`config.mk`:
```
export PLATFORM = sky130hd
export DESIGN_NAME = sorted_set_table
export DESIGN_NICKNAME = d
export VERILOG_FILES = /design/src/sst_pkg.sv /design/src/sst_ram.sv /design/src/sorted_set_table.sv
export VERILOG_INCLUDE_DIRS = /design/src /design/src/src
export SDC_FILE = /design/constraint.sdc
export NUM_CORES = 2
export LEC_CHECK = 0
export BUFFER_PORTS_ARGS = -buffer_cell sky130_fd_sc_hd__buf_2
export CAP_MARGIN = 20
export CORE_ASPECT_RATIO = 1.1
export CORE_MARGIN = 8
export CORE_UTILIZATION = 40
export DETAILED_ROUTE_END_ITERATION = 10
export GPL_TIMING_DRIVEN = 0
export MAX_ROUTING_LAYER = met4
export PLACE_DENSITY = 0.54
export REMOVE_ABC_BUFFERS = 1
export SYNTH_ARGS = -nofsm -noshare
export SYNTH_HDL_FRONTEND = slang
export SYNTH_SLANG_ARGS = --single-unit
```
`constraint.sdc`:
```
create_clock -name clk -period 6.1 [get_ports clk]
set_clock_uncertainty 0.1 [all_clocks]
set_input_delay 0.305 -clock clk [delete_from_list [all_inputs] [get_ports clk]]
set_output_delay 0.305 -clock clk [all_outputs]
set_load 0.01 [all_outputs]
```
`src/assert_macros.svh`:
```
// ---------------------------------------------------------------------------
// assertion macros
// clocked on clk, disabled while rst_n is low
// ---------------------------------------------------------------------------
`ifndef ASSERT_MACROS_SVH
`define ASSERT_MACROS_SVH

// same-cycle implication
`define ASSERT_IMPL(lbl, ante, cons, msg) \
    lbl: assert property (@(posedge clk) disable iff (!rst_n) (ante) |-> (cons)) else $error(msg);

// next-cycle implication
`define ASSERT_NEXT(lbl, ante, cons, msg) \
    lbl: assert property (@(posedge clk) disable iff (!rst_n) (ante) |=> (cons)) else $error(msg);

`endif

```
`src/sst_pkg.sv`:
```
// ---------------------------------------------------------------------------
// sst_pkg
// types and codes shared by the sorted set table
// ---------------------------------------------------------------------------
package sst_pkg;

    localparam int VALUE_W  = 32;
    localparam int COUNT_W  = 6;
    localparam int STATUS_W = 3;
    localparam int OPCODE_W = 2;

    localparam logic [OPCODE_W-1:0] OP_INSERT  = 2'd0;
    localparam logic [OPCODE_W-1:0] OP_DELETE  = 2'd1;
    localparam logic [OPCODE_W-1:0] OP_READOUT = 2'd2;
    // dropped without a beat
    localparam logic [OPCODE_W-1:0] OP_UNUSED  = 2'd3;

    localparam logic [STATUS_W-1:0] ST_DONE      = 3'd0;
    localparam logic [STATUS_W-1:0] ST_DUP       = 3'd1;
    localparam logic [STATUS_W-1:0] ST_NOT_FOUND = 3'd2;
    localparam logic [STATUS_W-1:0] ST_FULL      = 3'd3;
    localparam logic [STATUS_W-1:0] ST_EMPTY     = 3'd4;

    typedef enum logic
    {
        S_IDLE,
        S_WALK
    } state_t;

endpackage

```
`src/sst_ram.sv`:
```
// ---------------------------------------------------------------------------
// sst_ram
// generic simple dual-port ram, one write and one registered read per cycle
// ---------------------------------------------------------------------------
module sst_ram #(
    parameter int WIDTH = 32,
    parameter int DEPTH = 32
) (
    input  logic                     clk,
    input  logic                     we,
    input  logic [$clog2(DEPTH)-1:0] waddr,
    input  logic [WIDTH-1:0]         wdata,
    input  logic [$clog2(DEPTH)-1:0] raddr,
    output logic [WIDTH-1:0]         rdata
);

    logic [WIDTH-1:0] mem [DEPTH];

    always_ff @(posedge clk)
    begin
        if (we)
        begin
            mem[waddr] <= wdata;
        end
        rdata <= mem[raddr];
    end

endmodule

```
`src/sorted_set_table.sv`:
```
// ---------------------------------------------------------------------------
// sorted_set_table
// bounded ascending set of distinct signed 32-bit values held in a ram
// ---------------------------------------------------------------------------
// input beat: tuser carries the opcode (insert, delete, readout), tdata the
// value. output beats carry the value, the entry count after the operation,
// a status code in tuser and tlast on the final beat of each command.
// one command is worked at a time: s_axis_tready is high while no command is
// in progress. each command walks the ram from entry 0, one entry a cycle while the
// receiver does not stall, reading ahead and writing back the shifted entry behind the read.
// insert and delete each give their single result at the end of the walk.
// readout: count beats, one beat a cycle while the receiver does not stall, or
// one empty beat on an empty table. the single ram port pair sets this rate.
// results go through an output register, so a new command is accepted while
// the last beat still waits. a stall of the receiver holds the walk.
// reset empties the table at once (entry count to zero, no clearing pass);
// opcode 3 is dropped without a beat.
// ---------------------------------------------------------------------------
`include "assert_macros.svh"

module sorted_set_table #(
    parameter int CAPACITY = 32
) (
    input  logic        clk,
    input  logic        rst_n,
    input  logic        s_axis_tvalid,
    output logic        s_axis_tready,
    input  logic [31:0] s_axis_tdata,   // value[31:0]
    input  logic [1:0]  s_axis_tuser,   // opcode[1:0]
    output logic        m_axis_tvalid,
    input  logic        m_axis_tready,
    output logic [39:0] m_axis_tdata,   // value_out[31:0], entry_count[37:32], zero pad
    output logic [2:0]  m_axis_tuser,   // status[2:0]
    output logic        m_axis_tlast
);

    localparam int AW = $clog2(CAPACITY);
    localparam int CW = $clog2(CAPACITY + 1);
    localparam logic [CW-1:0] CAP_C = CW'(CAPACITY);

    sst_pkg::state_t state_reg, state_next;

    logic [CW-1:0]                         count_reg, count_next;
    logic [CW-1:0]                         idx_reg, idx_next;
    logic                                  shift_reg, shift_next;
    logic [sst_pkg::OPCODE_W-1:0]          op_reg, op_next;
    logic signed [sst_pkg::VALUE_W-1:0]    val_reg, val_next;
    logic signed [sst_pkg::VALUE_W-1:0]    carry_reg, carry_next;

    logic                                  out_valid_reg, out_valid_next;
    logic signed [sst_pkg::VALUE_W-1:0]    out_value_reg, out_value_next;
    logic [CW-1:0]                         out_count_reg, out_count_next;
    logic [sst_pkg::STATUS_W-1:0]          out_status_reg, out_status_next;
    logic                                  out_last_reg, out_last_next;

    logic                                  ram_we;
    logic [AW-1:0]                         ram_waddr;
    logic [sst_pkg::VALUE_W-1:0]           ram_wdata;
    logic [AW-1:0]                         ram_raddr;
    logic [sst_pkg::VALUE_W-1:0]           ram_rdata;

    logic signed [sst_pkg::VALUE_W-1:0]    rd;
    logic                                  adv;
    logic                                  at_end;
    logic                                  in_acc;
    logic [CW-1:0]                         rd_idx;
    logic [CW-1:0]                         idx_prev;
    logic [CW+sst_pkg::COUNT_W-1:0]        count_ext;

    sst_ram #(
        .WIDTH (sst_pkg::VALUE_W),
        .DEPTH (CAPACITY)
    ) u_ram (
        .clk   (clk),
        .we    (ram_we),
        .waddr (ram_waddr),
        .wdata (ram_wdata),
        .raddr (ram_raddr),
        .rdata (ram_rdata)
    );

    assign rd       = $signed(ram_rdata);
    assign adv      = !out_valid_reg || m_axis_tready;
    assign at_end   = (idx_reg == count_reg);
    assign in_acc   = s_axis_tvalid && s_axis_tready;
    assign idx_prev = idx_reg - 1'b1;

    assign s_axis_tready = (state_reg == sst_pkg::S_IDLE);

    // read one entry ahead while walking; hold the address on a stall
    always_comb
    begin
        if (state_reg == sst_pkg::S_WALK && adv)
        begin
            rd_idx = idx_reg + 1'b1;
        end
        else if (state_reg == sst_pkg::S_WALK)
        begin
            rd_idx = idx_reg;
        end
        else
        begin
            rd_idx = '0;
        end
        ram_raddr = (rd_idx < CAP_C) ? rd_idx[AW-1:0] : '0;
    end

    // next state
    always_comb
    begin
        state_next = state_reg;
        unique case (state_reg)
            sst_pkg::S_IDLE:
            begin
                if (in_acc && s_axis_tuser != sst_pkg::OP_UNUSED)
                begin
                    state_next = sst_pkg::S_WALK;
                end
            end
            sst_pkg::S_WALK:
            begin
                if (adv)
                begin
                    priority if (at_end)
                    begin
                        state_next = sst_pkg::S_IDLE;
                    end
                    else if (op_reg == sst_pkg::OP_READOUT)
                    begin
                        if (idx_reg + 1'b1 == count_reg)
                        begin
                            state_next = sst_pkg::S_IDLE;
                        end
                    end
                    else if (!shift_reg && rd == val_reg)
                    begin
                        // duplicate insert ends here; delete starts shifting
                        if (op_reg == sst_pkg::OP_INSERT)
                        begin
                            state_next = sst_pkg::S_IDLE;
                        end
                    end
                    else if (!shift_reg && rd > val_reg)
                    begin
                        if (op_reg == sst_pkg::OP_DELETE || count_reg == CAP_C)
                        begin
                            state_next = sst_pkg::S_IDLE;
                        end
                    end
                    else
                    begin
                        state_next = state_reg;
                    end
                end
            end
            default:
            begin
                state_next = sst_pkg::S_IDLE;
            end
        endcase
    end

    // datapath and outputs
    always_comb
    begin
        count_next      = count_reg;
        idx_next        = idx_reg;
        shift_next      = shift_reg;
        op_next         = op_reg;
        val_next        = val_reg;
        carry_next      = carry_reg;
        out_valid_next  = out_valid_reg && !m_axis_tready;
        out_value_next  = out_value_reg;
        out_count_next  = out_count_reg;
        out_status_next = out_status_reg;
        out_last_next   = out_last_reg;
        ram_we          = 1'b0;
        ram_waddr       = idx_reg[AW-1:0];
        ram_wdata       = carry_reg;

        unique case (state_reg)
            sst_pkg::S_IDLE:
            begin
                if (in_acc)
                begin
                    op_next    = s_axis_tuser;
                    val_next   = $signed(s_axis_tdata);
                    carry_next = $signed(s_axis_tdata);
                    idx_next   = '0;
                    shift_next = 1'b0;
                end
            end
            sst_pkg::S_WALK:
            begin
                if (adv)
                begin
                    out_value_next = val_reg;
                    out_count_next = count_reg;
                    out_last_next  = 1'b1;
                    idx_next       = idx_reg + 1'b1;
                    unique case (op_reg)
                        sst_pkg::OP_READOUT:
                        begin
                            out_valid_next = 1'b1;
                            if (at_end)
                            begin
                                out_value_next  = '0;
                                out_status_next = sst_pkg::ST_EMPTY;
                            end
                            else
                            begin
                                out_value_next  = rd;
                                out_status_next = sst_pkg::ST_DONE;
                                out_last_next   = (idx_reg + 1'b1 == count_reg);
                            end
                        end
                        sst_pkg::OP_INSERT:
                        begin
                            priority if (at_end)
                            begin
                                out_valid_next = 1'b1;
                                if (!shift_reg && count_reg == CAP_C)
                                begin
                                    out_status_next = sst_pkg::ST_FULL;
                                end
                                else
                                begin
                                    ram_we          = 1'b1;
                                    count_next      = count_reg + 1'b1;
                                    out_count_next  = count_reg + 1'b1;
                                    out_status_next = sst_pkg::ST_DONE;
                                end
                            end
                            else if (shift_reg)
                            begin
                                // ripple the displaced entry one place up
                                ram_we     = 1'b1;
                                carry_next = rd;
                            end
                            else if (rd == val_reg)
                            begin
                                out_valid_next  = 1'b1;
                                out_status_next = sst_pkg::ST_DUP;
                            end
                            else if (rd > val_reg)
                            begin
                                if (count_reg == CAP_C)
                                begin
                                    out_valid_next  = 1'b1;
                                    out_status_next = sst_pkg::ST_FULL;
                                end
                                else
                                begin
                                    ram_we     = 1'b1;
                                    ram_wdata  = val_reg;
                                    carry_next = rd;
                                    shift_next = 1'b1;
                                end
                            end
                            else
                            begin
                                shift_next = 1'b0;
                            end
                        end
                        sst_pkg::OP_DELETE:
                        begin
                            priority if (at_end)
                            begin
                                out_valid_next = 1'b1;
                                if (shift_reg)
                                begin
                                    count_next      = count_reg - 1'b1;
                                    out_count_next  = count_reg - 1'b1;
                                    out_status_next = sst_pkg::ST_DONE;
                                end
                                else
                                begin
                                    out_status_next = sst_pkg::ST_NOT_FOUND;
                                end
                            end
                            else if (shift_reg)
                            begin
                                // close the gap one place behind the read
                                ram_we    = 1'b1;
                                ram_waddr = idx_prev[AW-1:0];
                                ram_wdata = rd;
                            end
                            else if (rd == val_reg)
                            begin
                                shift_next = 1'b1;
                            end
                            else if (rd > val_reg)
                            begin
                                out_valid_next  = 1'b1;
                                out_status_next = sst_pkg::ST_NOT_FOUND;
                            end
                            else
                            begin
                                shift_next = 1'b0;
                            end
                        end
                        default:
                        begin
                            idx_next = idx_reg;
                        end
                    endcase
                end
            end
            default:
            begin
                idx_next = idx_reg;
            end
        endcase
    end

    always_ff @(posedge clk or negedge rst_n)
    begin
        if (!rst_n)
        begin
            state_reg     <= sst_pkg::S_IDLE;
            count_reg     <= '0;
            idx_reg       <= '0;
            shift_reg     <= 1'b0;
            out_valid_reg <= 1'b0;
        end
        else
        begin
            state_reg     <= state_next;
            count_reg     <= count_next;
            idx_reg       <= idx_next;
            shift_reg     <= shift_next;
            out_valid_reg <= out_valid_next;
        end
    end

    always_ff @(posedge clk)
    begin
        op_reg         <= op_next;
        val_reg        <= val_next;
        carry_reg      <= carry_next;
        out_value_reg  <= out_value_next;
        out_count_reg  <= out_count_next;
        out_status_reg <= out_status_next;
        out_last_reg   <= out_last_next;
    end

    assign count_ext     = {{sst_pkg::COUNT_W{1'b0}}, out_count_reg};
    assign m_axis_tvalid = out_valid_reg;
    assign m_axis_tdata  = {2'b00, count_ext[sst_pkg::COUNT_W-1:0], out_value_reg};
    assign m_axis_tuser  = out_status_reg;
    assign m_axis_tlast  = out_last_reg;

    `ASSERT_IMPL(a_count_bound, 1'b1, count_reg <= CAP_C, "entry count beyond capacity")
    `ASSERT_IMPL(a_walk_bound, state_reg == sst_pkg::S_WALK, idx_reg <= count_reg, "walk past fill")
    `ASSERT_NEXT(a_idle_count, state_reg == sst_pkg::S_IDLE, $stable(count_reg), "count moved idle")

endmodule
```
==> run_results.csv <==
group,metric,value,unit
status,status,"completed",
die,die_x,346,um
timing,hold_viol_final,0,
cts,clk_pin_slew,0.06,ns
final_layout,max_flop_register,"u_ram.mem",
routing,route.detailed.drc,0,
cts,htree_levels,3,
yosys,synthTopCellsByArea,"edfxtp_1 (71%), nand2_1 (4.3%), o221ai_1 (4.0%), nand3_1 (3.8%), a21oi_1 (1.9%)",
worst_setup_path,worstSetupPathType,"reg2reg",
die,io_pins,84,
pwr,power_switching,11.0,mW
worst_setup_path,crit_path_end_kind,"flop",
timing,layout_min_cycle_time,5.97,ns
worst_setup_path,r2r_setup_slack,0.13,ns
worst_hold_path,hold-path-endpoint,"val_reg[19]",
die,dieArea,131000,um2
worst_hold_path,worstHoldStart,"s_axis_tdata[19]",
worst_hold_path,holdPathStages,2,
placed_design,portBuffers,81,
timing,setup_viol,0,
yosys,post_synth.cell_area_avg,13.7,um2
worst_setup_path,crit_top_cell,"buf_4",
worst_setup_path,cp_slowest_cell,"nor4_2",
global_routing,global_route.overflow_total,0,
routing,ant_nets,0,
yosys,netlist-cell-type-count,77,
final_layout,area_delta_synth_final,19.3,%
pwr,p_sw_share,37.0,%
timing,setup_slack,0.126,ns
worst_setup_path,crit_chain,"inv_1, ha_1, nand4_2, nor4_4, nand4_1, a211oi_2, nor3_4, xor2_2, a41oi_4, buf_16, nor4_2, buf_4, buf_4",
die,coreArea,119000,um2
routing,drt_first_pass_iters,6,
pwr,p_seq_share,39.5,%
pwr,worst_ir_drop_vdd,0.459,mV
worst_hold_path,min-delay-path-class,"in2reg",
final_layout,fillCellCount,10184,
yosys,yosysTopAreaCellShare,70.8,%
placed_design,dp_slack,-0.108,ns
routing,post_drt_wl_per_cell,28.3,um
pwr,powerDensity,518,nW/um2
timing,timing.final.crit_share,97.9,%
timing,timing.fmax,167,MHz
global_routing,global_route.usage.met1,31.5,%
worst_setup_path,critical_path_required,6.39,ns
pwr,clock_power_share,24.0,%
global_routing,grt_util_met2,35.8,%
global_routing,grtUsageTotal,23.1,%
yosys,synth_edf_count,1132,
worst_setup_path,cp-start-kind,"flop",
timing,slew_headroom,13.0,%
die,start_util,40.2,%
final_layout,largest_reg_flops,1024,
placed_design,place.gp.congestion,0.775,
cts,cts.sinks,1179,
yosys,yosys.area.top_type,"edfxtp_1",
yosys,synthFlopType,"edfxtp_1",
placed_design,dp_hpwl,101000,um
yosys,synth_warnings,0,
cts,cts_buffers,121,
pwr,leakagePower,19.5,nW
global_routing,grt_pass1_vias,30821,
global_routing,use_met3,3.99,%
die,rows,133,
worst_setup_path,cp_top_family,"simple AND/OR/NAND/NOR gates",
pwr,intPower,18.7,mW
timing,rsz0062_at_grt,"true",
die,dieHeight,379,um
timing,worst_pin_slew,1.30,ns
worst_setup_path,ff2ff_path_depth,13,
global_routing,grt_busiest_layer,"met2",
global_routing,grt_max_degree,74,
global_routing,grt_pass1_wl,218000,um
worst_setup_path,path_buf_inv,4,
routing,routed_wl,153000,um
worst_setup_path,worstReg2RegStart,"val_reg[31]",
final_layout,drive_above_1_share,16.2,%
worst_setup_path,crit_arrival,6.26,ns
cts,insertion_delay,0.71,ns
routing,vias,32275,
worst_setup_path,crit_start,"val_reg[31]",
worst_setup_path,timing.rr.end,"u_ram.mem[24][9]",
yosys,syn-cell-area,48000,um2
final_layout,nets,3811,
yosys,synth.yosys.seq_area_share,72.9,%
routing,drt_iter0_drc,4012,
yosys,async_flop_share,1.27,%
yosys,synth_cells,3497,
global_routing,antenna_found_initial,2,
cts,post_cts.repair.setup_buffers,0,
cts,root_buffer,"clkbuf_16",
final_layout,fin_util,48.0,%
yosys,synth_seq_cells,1179,
routing,viasPerCell,5.99,
worst_setup_path,cp_max_fo,22,
cts,cts_tree,"built",
pwr,comb_power_share,36.5,%
cts,clk_path_buf_depth,3,
timing,slew_viol_final,0,
worst_setup_path,cpPeakStageDelay,0.88,ns
job,max-cap-violations,0,
==> synth_stat cells, types with 4 or more instances <==
cell type and instances:
buf_1 29, nand3_1 364, dfrtp_1 15, and2_1 6, edfxtp_1 1132, a22o_1 35
nor3_1 38, xnor2_1 10, o32a_1 28, xor2_1 8, nand4_1 6, or3_1 31
a22oi_1 5, o31ai_1 4, nand2_1 555, mux2_2 35, buf_4 4, o21ai_0 84
a31oi_1 71, buf_2 54, nand2b_1 7, nor2_1 55, o221ai_1 220, a21oi_1 178
o211ai_1 5, a311oi_1 9, and3_1 11, buf_6 4, a21o_1 7, clkbuf_1 184
o22ai_1 39, ha_1 36, nor2b_1 10, dfxtp_1 32, nor4_1 13, o21a_1 31
o22a_1 31, a211oi_1 13, inv_1 46
==> routing by layer <==
| metal | part of all wire, % | up-vias | wire, um |
|---|---|---|---|
| li1 | - | 14103 | - |
| met1 | 43 | 16429 | 65500 |
| met2 | 46 | 1446 | 70000 |
| met3 | 8.1 | 297 | 12400 |
| met4 | 3.1 | 0 | 4680 |
| met5 | 0 | - | 0 |
==> power by group through the flow <==
stage | combinational (mW) | sequential, mW | clock, mW
5_1_grt | 11.6 | 11.8 | 7.52
4_1_cts | 10.6 | 11.7 | 7.23
3_5_place_dp | 10.6 | 11.9 | 0
6_report | 10.8 | 11.7 | 7.12
2_1_floorplan | 5.90 | 11.8 | 0
3_3_place_gp | 8.39 | 12.0 | 0
==> layout make-up <==
cell class | instances | area, um2 | area share (%)
multi-input combinational | 1997 | 12000 | 21.0
timing repair buffer | 391 | 4330 | 7.56
clock inverter | 41 | 330 | 0.577
sequential | 1179 | 35000 | 61.1
tap | 1552 | 1940 | 3.39
antenna | 3 | 7.51 | 0.0131
inverter | 47 | 190 | 0.332
clock buffer | 180 | 3430 | 6.00
==> worst max-delay path by stage <==
| stage | cells after the start | endpoint |
|---|---|---|
| floorplan | 7 | u_ram.rdata[10] |
| global placement | 7 | u_ram.rdata[18] |
| detailed placement | 15 | u_ram.mem[27][20] |
| CTS | 11 | u_ram.mem[1][19] |
| global route | 15 | u_ram.mem[26][15] |
| finish | 13 | u_ram.mem[24][9] |
==> cell families (layout without fill, tap and decap cells) <==
kind of cell | count (synthesis) | after routing | synth area share, %
buffers and inverters | 322 | 659 | 2.75
AND/OR/NAND/NOR | 1119 | 1119 | 10.5
flip-flops | 1179 | 1179 | 72.9
adder cells (fa/ha/maj) | 36 | 36 | 0.938
other | 1 | 5 | 0.00781
multiplexers | 39 | 39 | 0.930
XOR/XNOR | 19 | 19 | 0.362
AO/OA/AOI/OAI | 782 | 782 | 11.6
==> through the flow <==
stage | std cells | instance area [um2] | setup TNS [ns] | power, mW | hold WS, ns
finish | 5390 | 57300 | 0 | 29.7 | 0.230
global route | 5389 | 57300 | -0.237 | 30.9 | 0.219
CTS | 5380 | 57100 | 0 | 29.6 | 0.187
detailed placement | 5121 | 53000 | -1.33 | 22.5 | 0.163
global placement | 4856 | 49200 | - | 20.4 | 0.161
floorplan | 3223 | 46900 | -622.67 | 17.7 | -0.0906
==> cell usage in the layout, fill, tap and decap left out, drive strengths merged, types with 9 or more instances in the layout <==
cell         instances
xor2                 9
nor3                40
a22o                35
o32a                28
buf                353
a211oi              14
and3                11
ha                  36
a21oi              178
o22a                31
nor2                56
dlygate4sd3         38
clkbuf             180
o21ai               86
mux2                35
clkinv              34
nand3              365
a311oi               9
dfxtp               32
xnor2               10
o22ai               39
edfxtp            1132
o221ai             220
o21a                31
nand2              555
nor4                14
nand4                9
a31oi               71
inv                 48
dfrtp               15
nor2b               10
or3                 31
==> timing repair <==
action	4_1_cts	5_1_grt
gates resized for setup	1	4
hold buffers	38	0
endpoints found under the setup margin	28	30
endpoints found under the hold margin	85	0
No activity file was read; power rests on OpenSTA's default activity.
